`src/sv/osc_ser_pkg.sv`:
```
// shared types and constants for the osc message serializer
// no dependencies
package osc_ser_pkg;

    // token codes on the opcode input
    localparam logic [2:0] OP_ADDR_BYTE = 3'd0;
    localparam logic [2:0] OP_END_ADDR  = 3'd1;
    localparam logic [2:0] OP_TAG_CHAR  = 3'd2;
    localparam logic [2:0] OP_END_TAGS  = 3'd3;
    localparam logic [2:0] OP_WORD      = 3'd4;
    localparam logic [2:0] OP_STR_BYTE  = 3'd5;
    localparam logic [2:0] OP_END_STR   = 3'd6;
    localparam logic [2:0] OP_START     = 3'd7;

    localparam int          MAX_MSG_BYTES_DEF = 256;
    localparam int          CMD_FIFO_DEPTH    = 4;
    localparam int          POS_W             = 13;
    localparam logic [7:0]  COMMA_CHAR        = 8'h2C;

    typedef enum logic [2:0] {
        K_BYTE,
        K_PAD,
        K_PAD_COMMA,
        K_WORD,
        K_START
    } kind_t;

    typedef struct packed {
        kind_t       kind;
        logic [31:0] data;
    } cmd_t;

endpackage

```
`src/sv/osc_message_serializer_top.sv`:
```
// osc message serializer, top level
// depends on osc_ser_pkg, osc_ser_front, osc_ser_fifo, osc_ser_back
//
// tokens come in on the input channel (opcode, byte_value, word_value) with
// in_valid/in_ready; message bytes leave on the output channel with
// out_valid/out_ready, one byte per transaction, carrying its clamped offset, a flag
// on the final byte of each token and the sticky overflow flag.
// path: the first byte of a token passes the intake register, the queue,
// the sequencer and the output register before it shows on the output.
// throughput: the sequencer sends one byte per cycle while the output slot is
// free; a word token gives four bytes, a character one, end of tags or
// string one to four, end of address two to five, a start token no byte.
// the intake accepts one token per cycle while the command queue has room.
// reset clears the offset, the overflow flag, the queue and all valids.
// when the receiver holds out_ready low the output byte holds, the sequencer
// stops, and once the queue fills in_ready drops.
module osc_message_serializer_top #(
    parameter int MAX_MSG_BYTES  = osc_ser_pkg::MAX_MSG_BYTES_DEF,
    parameter int CMD_FIFO_DEPTH = osc_ser_pkg::CMD_FIFO_DEPTH
) (
    input  logic        clk,
    input  logic        rst_n,
    input  logic        in_valid,
    output logic        in_ready,
    input  logic [2:0]  opcode,
    input  logic [7:0]  byte_value,
    input  logic [31:0] word_value,
    output logic        out_valid,
    input  logic        out_ready,
    output logic [7:0]  out_byte,
    output logic [7:0]  byte_position,
    output logic        last_of_run,
    output logic        overflow
);
    import osc_ser_pkg::*;

    logic push;
    logic push_ready;
    cmd_t push_cmd;
    logic pop_valid;
    logic pop;
    cmd_t pop_cmd;

    osc_ser_front u_front (
        .clk        (clk),
        .rst_n      (rst_n),
        .in_valid   (in_valid),
        .in_ready   (in_ready),
        .opcode     (opcode),
        .byte_value (byte_value),
        .word_value (word_value),
        .push       (push),
        .push_ready (push_ready),
        .push_cmd   (push_cmd)
    );

    osc_ser_fifo #(
        .DEPTH (CMD_FIFO_DEPTH)
    ) u_fifo (
        .clk        (clk),
        .rst_n      (rst_n),
        .push       (push),
        .push_ready (push_ready),
        .push_cmd   (push_cmd),
        .pop_valid  (pop_valid),
        .pop        (pop),
        .pop_cmd    (pop_cmd)
    );

    osc_ser_back #(
        .MAX_MSG_BYTES (MAX_MSG_BYTES)
    ) u_back (
        .clk           (clk),
        .rst_n         (rst_n),
        .pop_valid     (pop_valid),
        .pop           (pop),
        .pop_cmd       (pop_cmd),
        .out_valid     (out_valid),
        .out_ready     (out_ready),
        .out_byte      (out_byte),
        .byte_position (byte_position),
        .last_of_run   (last_of_run),
        .overflow      (overflow)
    );

endmodule

```
`src/sv/osc_ser_front.sv`:
```
// token intake: registers one token and turns it into a back-end command
// depends on osc_ser_pkg
module osc_ser_front (
    input  logic                clk,
    input  logic                rst_n,
    input  logic                in_valid,
    output logic                in_ready,
    input  logic [2:0]          opcode,
    input  logic [7:0]          byte_value,
    input  logic [31:0]         word_value,
    output logic                push,
    input  logic                push_ready,
    output osc_ser_pkg::cmd_t   push_cmd
);
    import osc_ser_pkg::*;

    logic front_valid_reg;
    cmd_t front_cmd_reg;
    cmd_t cmd_next;

    always_comb
    begin
        cmd_next.data = {24'd0, byte_value};
        unique case (opcode)
            OP_ADDR_BYTE, OP_TAG_CHAR, OP_STR_BYTE:
            begin
                cmd_next.kind = K_BYTE;
            end
            OP_END_ADDR:
            begin
                cmd_next.kind = K_PAD_COMMA;
            end
            OP_END_TAGS, OP_END_STR:
            begin
                cmd_next.kind = K_PAD;
            end
            OP_WORD:
            begin
                cmd_next.kind = K_WORD;
                cmd_next.data = word_value;
            end
            default:
            begin
                cmd_next.kind = K_START;
            end
        endcase
    end

    assign in_ready = !front_valid_reg || push_ready;
    assign push     = front_valid_reg;
    assign push_cmd = front_cmd_reg;

    always_ff @(posedge clk or negedge rst_n)
    begin
        if (!rst_n)
        begin
            front_valid_reg <= 1'b0;
        end
        else if (in_ready)
        begin
            front_valid_reg <= in_valid;
        end
    end

    always_ff @(posedge clk)
    begin
        if (in_valid && in_ready)
        begin
            front_cmd_reg <= cmd_next;
        end
    end

endmodule

```
`src/sv/osc_ser_fifo.sv`:
```
// short command queue between intake and byte sequencer
// depends on osc_ser_pkg
module osc_ser_fifo #(
    parameter int DEPTH = osc_ser_pkg::CMD_FIFO_DEPTH
) (
    input  logic                clk,
    input  logic                rst_n,
    input  logic                push,
    output logic                push_ready,
    input  osc_ser_pkg::cmd_t   push_cmd,
    output logic                pop_valid,
    input  logic                pop,
    output osc_ser_pkg::cmd_t   pop_cmd
);
    import osc_ser_pkg::*;

    localparam int PtrW = (DEPTH > 1) ? $clog2(DEPTH) : 1;
    localparam int CntW = $clog2(DEPTH + 1);

    cmd_t            entries_reg [DEPTH];
    logic [PtrW-1:0] wr_ptr_reg;
    logic [PtrW-1:0] rd_ptr_reg;
    logic [CntW-1:0] count_reg;
    logic            do_push;
    logic            do_pop;

    assign push_ready = (count_reg != CntW'(DEPTH));
    assign pop_valid  = (count_reg != '0);
    assign pop_cmd    = entries_reg[rd_ptr_reg];
    assign do_push    = push && push_ready;
    assign do_pop     = pop && pop_valid;

    function automatic logic [PtrW-1:0] ptr_inc(input logic [PtrW-1:0] p);
        return (p == PtrW'(DEPTH - 1)) ? '0 : p + 1'b1;
    endfunction

    always_ff @(posedge clk or negedge rst_n)
    begin
        if (!rst_n)
        begin
            wr_ptr_reg <= '0;
            rd_ptr_reg <= '0;
            count_reg  <= '0;
        end
        else
        begin
            if (do_push)
            begin
                wr_ptr_reg <= ptr_inc(wr_ptr_reg);
            end
            if (do_pop)
            begin
                rd_ptr_reg <= ptr_inc(rd_ptr_reg);
            end
            if (do_push && !do_pop)
            begin
                count_reg <= count_reg + 1'b1;
            end
            else if (do_pop && !do_push)
            begin
                count_reg <= count_reg - 1'b1;
            end
        end
    end

    always_ff @(posedge clk)
    begin
        if (do_push)
        begin
            entries_reg[wr_ptr_reg] <= push_cmd;
        end
    end

    a_count_bound: assert property (@(posedge clk) disable iff (!rst_n)
        count_reg <= CntW'(DEPTH))
        else $error("command queue count above depth");

    a_no_push_full: assert property (@(posedge clk) disable iff (!rst_n)
        push |-> push_ready || !pop_valid || (count_reg == CntW'(DEPTH)))
        else $error("push state inconsistent");

    a_ptrs_match_empty: assert property (@(posedge clk) disable iff (!rst_n)
        (count_reg == '0) |-> (wr_ptr_reg == rd_ptr_reg))
        else $error("queue empty with pointers apart");

endmodule

```
`src/sv/osc_ser_back.sv`:
```
// byte sequencer: expands commands into message bytes, tracks offset and overflow
// depends on osc_ser_pkg
module osc_ser_back #(
    parameter int MAX_MSG_BYTES = osc_ser_pkg::MAX_MSG_BYTES_DEF
) (
    input  logic                clk,
    input  logic                rst_n,
    input  logic                pop_valid,
    output logic                pop,
    input  osc_ser_pkg::cmd_t   pop_cmd,
    output logic                out_valid,
    input  logic                out_ready,
    output logic [7:0]          out_byte,
    output logic [7:0]          byte_position,
    output logic                last_of_run,
    output logic                overflow
);
    import osc_ser_pkg::*;

    localparam int ClampTop = (MAX_MSG_BYTES - 1 < 255) ? MAX_MSG_BYTES - 1 : 255;

    cmd_t             cmd_reg;
    logic             cmd_valid_reg;
    logic [1:0]       idx_reg;
    logic             comma_reg;
    logic [POS_W-1:0] pos_reg;
    logic             ovf_reg;
    logic             out_valid_reg;
    logic [7:0]       out_byte_reg;
    logic [7:0]       out_pos_reg;
    logic             out_last_reg;
    logic             out_ovf_reg;

    logic       slot_free;
    logic       is_start;
    logic       emit;
    logic       is_last;
    logic       done;
    logic [7:0] byte_sel;
    logic       ovf_now;
    logic [7:0] pos_clamped;

    assign slot_free = !out_valid_reg || out_ready;
    assign is_start  = (cmd_reg.kind == K_START);
    assign emit      = cmd_valid_reg && !is_start && slot_free;
    assign done      = cmd_valid_reg && (is_start || (emit && is_last));
    assign pop       = pop_valid && (!cmd_valid_reg || done);
    assign ovf_now   = ovf_reg || (pos_reg >= POS_W'(MAX_MSG_BYTES));
    assign pos_clamped = (pos_reg < POS_W'(ClampTop)) ? pos_reg[7:0] : ClampTop[7:0];

    always_comb
    begin
        byte_sel = 8'd0;
        is_last  = 1'b1;
        unique case (cmd_reg.kind)
            K_BYTE:
            begin
                byte_sel = cmd_reg.data[7:0];
            end
            K_WORD:
            begin
                // most significant byte first
                unique case (idx_reg)
                    2'd0:    byte_sel = cmd_reg.data[31:24];
                    2'd1:    byte_sel = cmd_reg.data[23:16];
                    2'd2:    byte_sel = cmd_reg.data[15:8];
                    default: byte_sel = cmd_reg.data[7:0];
                endcase
                is_last = (idx_reg == 2'd3);
            end
            K_PAD:
            begin
                is_last = (pos_reg[1:0] == 2'd3);
            end
            K_PAD_COMMA:
            begin
                byte_sel = comma_reg ? COMMA_CHAR : 8'd0;
                is_last  = comma_reg;
            end
            default:
            begin
                byte_sel = 8'd0;
            end
        endcase
    end

    always_ff @(posedge clk or negedge rst_n)
    begin
        if (!rst_n)
        begin
            cmd_valid_reg <= 1'b0;
            idx_reg       <= '0;
            comma_reg     <= 1'b0;
            pos_reg       <= '0;
            ovf_reg       <= 1'b0;
            out_valid_reg <= 1'b0;
        end
        else
        begin
            if (slot_free)
            begin
                out_valid_reg <= emit;
            end
            if (emit)
            begin
                pos_reg <= pos_reg + 1'b1;
                ovf_reg <= ovf_now;
                // padding reached the boundary, comma goes next
                if (cmd_reg.kind == K_PAD_COMMA && !comma_reg && pos_reg[1:0] == 2'd3)
                begin
                    comma_reg <= 1'b1;
                end
            end
            if (cmd_valid_reg && is_start)
            begin
                pos_reg <= '0;
                ovf_reg <= 1'b0;
            end
            if (pop)
            begin
                cmd_valid_reg <= 1'b1;
                idx_reg       <= '0;
                comma_reg     <= 1'b0;
            end
            else
            begin
                if (done)
                begin
                    cmd_valid_reg <= 1'b0;
                end
                if (emit)
                begin
                    idx_reg <= idx_reg + 1'b1;
                end
            end
        end
    end

    always_ff @(posedge clk)
    begin
        if (pop)
        begin
            cmd_reg <= pop_cmd;
        end
        if (emit)
        begin
            out_byte_reg <= byte_sel;
            out_pos_reg  <= pos_clamped;
            out_last_reg <= is_last;
            out_ovf_reg  <= ovf_now;
        end
    end

    assign out_valid     = out_valid_reg;
    assign out_byte      = out_byte_reg;
    assign byte_position = out_pos_reg;
    assign last_of_run   = out_last_reg;
    assign overflow      = out_ovf_reg;

    a_start_clears: assert property (@(posedge clk) disable iff (!rst_n)
        (cmd_valid_reg && is_start) |=> (pos_reg == '0) && !ovf_reg)
        else $error("start transaction did not clear position");

    a_pad_aligned: assert property (@(posedge clk) disable iff (!rst_n)
        (emit && is_last && cmd_reg.kind == K_PAD) |-> (pos_reg[1:0] == 2'd3))
        else $error("padding ended off a word boundary");

    a_ovf_sticky: assert property (@(posedge clk) disable iff (!rst_n)
        (ovf_reg && !(cmd_valid_reg && is_start)) |=> ovf_reg)
        else $error("overflow flag dropped without start");

endmodule
```
`config.mk`:
```
export PLATFORM = sky130hd
export DESIGN_NAME = osc_message_serializer_top
export DESIGN_NICKNAME = d
export VERILOG_FILES = /design/src/sv/osc_ser_pkg.sv /design/src/sv/osc_message_serializer_top.sv /design/src/sv/osc_ser_front.sv /design/src/sv/osc_ser_fifo.sv /design/src/sv/osc_ser_back.sv
export SDC_FILE = /design/constraint.sdc
export NUM_CORES = 1
export LEC_CHECK = 0
export BUFFER_PORTS_ARGS = -buffer_cell sky130_fd_sc_hd__buf_2
export CORE_UTILIZATION = 60
export DETAILED_ROUTE_END_ITERATION = 12
export GPL_ROUTABILITY_DRIVEN = 0
export PLACE_DENSITY = 0.79
export SLEW_MARGIN = 20
export SYNTH_ARGS = -nofsm -noshare
export SYNTH_HDL_FRONTEND = slang
export SYNTH_HIERARCHICAL = 1
export SYNTH_SLANG_ARGS = --single-unit
export TNS_END_PERCENT = 20
```
`constraint.sdc`:
```
create_clock -name clk -period 9.7 [get_ports clk]
set_clock_uncertainty 0.1 [all_clocks]
set_input_delay 0.97 -clock clk [delete_from_list [all_inputs] [get_ports clk]]
set_output_delay 0.97 -clock clk [all_outputs]
set_load 0.005 [all_outputs]
```
==> results.cfg <==
[global_route]
grt_pass1_vias = 5011
grt_usage = 0.222
grt_max_degree = 40
overflow = 0
grt_pass1_wl_mm = 27.2
antenna_found_initial = 0

[synthesis]
ys_seq_area_frac = 0.762
synth_edf_count = 228
synth_fp_nets = 567
avgSynthCellArea_um2 = 19.5
syn_inst = 506
ys_warn_count = 6
synth_ff_type = edfxtp_1
synth-simple-area-share = 0.0665
synth_compound_area_frac = 0.0280
synth_cell_type_count = 51
async_flop_share = 0.106
ys_seq_elements = 255
yosys.area_share.xor_xnor = 0.00710
syn-cell-area_um2 = 9870
yosys.area_share.adder = 0.0185
yosys-mux-area-fraction = 0.103
synth_top_family_by_area = multiplexers

[timing]
rsz0062_at_grt = false
hold_violations = 0
max_clock_freq_mhz = 318
layout_min_cycle_time_ns = 3.14
fin_setup_tns_ns = 0
slew_headroom = 0.314
finalSetupViolations = 0
finalMaxSlewViolations = 0
worst_pin_slew_ns = 1.03
fin_crit_sh = 0.324

[clocking]
clockBufferDepth = 3
clkLatencyLatePin_ns = 0.52
clockRootBuffer = clkbuf_16
cts_buffers = 25
cts_sinks = 255
postCtsSetupBuffers = 0
htree_num_levels = 1
cts.clk_slew.worst_paths_ns = 0.06
cts_tree = done
postCtsResizedCells = 0
holdBufCountCts = 0

[worst_setup_path]
cp_max_fo = 39
crit_slowest_cell = edfxtp_1
crit_top_cell = nand2_1
r2r_start = u_back/cmd_reg[33]$_DFFE_PP_
path_cells = or3b_4, nand2_1, o21a_1, buf_4, nand2_1, ha_1, inv_1, fa_1, mux2_2
crit_type = reg2reg
rr_endpoint = u_fifo/count_reg[1]$_DFFE_PN0P_
reg2reg_depth = 9
regToRegSetupSlack_ns = 6.56
crit_arrival_ns = 3.44
worst_setup_path_start_kind = register
crit_required_ns = 10.00
cp_slowest_stage_delay_ns = 0.52
end_kind = register

[floorplanning]
fp.dieW_um = 130
initial_core_util = 0.617
core-area_um2 = 16000
placementRows = 46
ios = 67
die_h_um = 130
die_area_um2 = 17000

[routing]
viasPerCell = 5.85
drtPass1Iterations = 5
drtIter0Drc = 359
drc_errors = 0
postRouteAntennaNets = 0
avgRoutedWirePerCell_um = 21.5
wirelength_mm = 17.6
vias = 4780

[cells_and_area]
final_layout_size_suffix_gt1_frac = 0.293
n_fill_cell = 998
fin_area_um2 = 11200
postLayoutCoreUtil = 0.700
largest_reg_flops = 140
diodes = 0
synthToLayoutAreaGrowth_pct = 13.4
nNetsFinal = 645

[flow_run]
maxCapViolCount = 0

[worst_hold_path]
hold_class = in2async

[power]
peakVddDrop_mv = 0.169
total_leakage_power_uw = 0.00405
p_per_area_nw_per_um2 = 318

[run_status]
outcome = finished, final reports clean

[placed_design]
placed_area_um2 = 10400
port_buffers = 66
hpwl_mm = 10.2
-- Yosys cell counts (3+ instances only) --
master | n | share of area
mux2_4 | 8 | 0.012
nand3_1 | 6 | 0.0030
or3_1 | 8 | 0.0051
mux2i_1 | 5 | 0.0051
and3_2 | 5 | 0.0038
clkbuf_1 | 4 | 0.0015
a21oi_1 | 4 | 0.0020
dfrtp_1 | 27 | 0.068
nand2_1 | 22 | 0.0084
nand2b_1 | 4 | 0.0025
o211ai_1 | 3 | 0.0023
buf_1 | 3 | 0.0011
mux2_2 | 5 | 0.0057
nor4b_1 | 3 | 0.0027
edfxtp_1 | 228 | 0.69
buf_2 | 4 | 0.0020
buf_4 | 5 | 0.0038
or4_1 | 3 | 0.0023
o31ai_1 | 5 | 0.0038
a211o_1 | 3 | 0.0027
and2_2 | 4 | 0.0030
and2_1 | 23 | 0.015
mux4_2 | 35 | 0.080
ha_1 | 13 | 0.016
inv_1 | 12 | 0.0046
nor2_1 | 15 | 0.0057
a222oi_1 | 8 | 0.0081
o21ai_0 | 8 | 0.0041
xnor2_1 | 6 | 0.0053
-- through the flow --
stage | power [uW] | setup WS [ns] | hold WS (ns) | std cells
2_1_floorplan | 2340 | 5.99 | 0.339 | 506
4_1_cts | 3590 | 6.58 | 0.374 | 817
6_report | 3560 | 6.56 | 0.361 | 817
3_3_place_gp | 2570 | 6.33 | 0.360 | 773
5_1_grt | 3720 | 6.40 | 0.383 | 817
3_5_place_dp | 2630 | 6.22 | 0.380 | 773
-- worst max-delay path: cells and delay by family, from the launching register on --
kind | cells | cell delay, ns
buffers and inverters | 2 | 0.50
muxes | 1 | 0.27
and+or+nand+nor | 3 | 0.82
adders and majority gates | 2 | 0.67
DFF | 1 | 0.52
AOI/OAI and AO/OA | 1 | 0.14
-- layout make-up --
cell class              count  area, um^2  area share
flip-flops and latches    255        7520       0.672
multi-input cells         220        2200       0.197
clock buffers              28         637      0.0569
repair buffers             70         360      0.0322
well taps                 216         270      0.0241
clock inverters            16         159      0.0142
inverters                  12        45.0     0.00402
-- metal layers --
layer | part of all wire | GRT usage
met1 | 0.39 | 0.267
met2 | 0.53 | 0.394
met3 | 0.055 | 0.0402
met4 | 0.031 | 0.0958
met5 | 0 | 0
-- cells in the final DEF (no fill, tap or decap), types with 3 or more instances in the layout --
cell type and count:
mux2_4 8, or3_1 8, nand2_1 22, dfrtp_1 25, and3_2 5, and2_2 4, buf_2 66, buf_4 4
o21ai_0 8, clkinv_1 5, edfxtp_1 228, o31ai_1 5, nand3_1 6, clkbuf_16 25, nor4b_1 3, a222oi_1 8
or4_1 3, bufinv_16 3, o211ai_1 3, inv_1 12, clkinv_2 5, nand2b_1 4, clkbuf_1 3, mux2_2 5
mux2i_1 5, and2_1 23, nor2_1 15, a21oi_1 4, mux4_2 35, a211o_1 3, xnor2_1 6, ha_1 13
-- power by group --
part | switching [uW] | internal (uW)
Sequential | 173 | 1640
Clock | 391 | 552
Combinational | 455 | 352
-- worst max-delay path by stage --
stage	start	end	slack [ns]	depth (start not counted)
5_1_grt	u_back/cmd_reg[33]$_DFFE_PP_	u_fifo/count_reg[1]$_DFFE_PN0P_	6.40	9
4_1_cts	u_back/cmd_reg[33]$_DFFE_PP_	u_fifo/count_reg[1]$_DFFE_PN0P_	6.58	9
2_1_floorplan	out_ready	u_fifo/count_reg[1]$_DFFE_PN0P_	5.99	8
3_3_place_gp	out_ready	u_fifo/count_reg[1]$_DFFE_PN0P_	6.33	10
6_report	u_back/cmd_reg[33]$_DFFE_PP_	u_fifo/count_reg[1]$_DFFE_PN0P_	6.56	9
3_5_place_dp	out_ready	u_fifo/count_reg[1]$_DFFE_PN0P_	6.22	10
-- cells by family after synthesis --
logic type                 Yosys count
and+or+nand+nor                    108
muxes                               53
DFF                                255
xor gates and xnor gates             8
AOI/OAI and AO/OA                   37
buffers and inverters               31
adders and majority gates           14
Power figures use the tool's default switching activity.
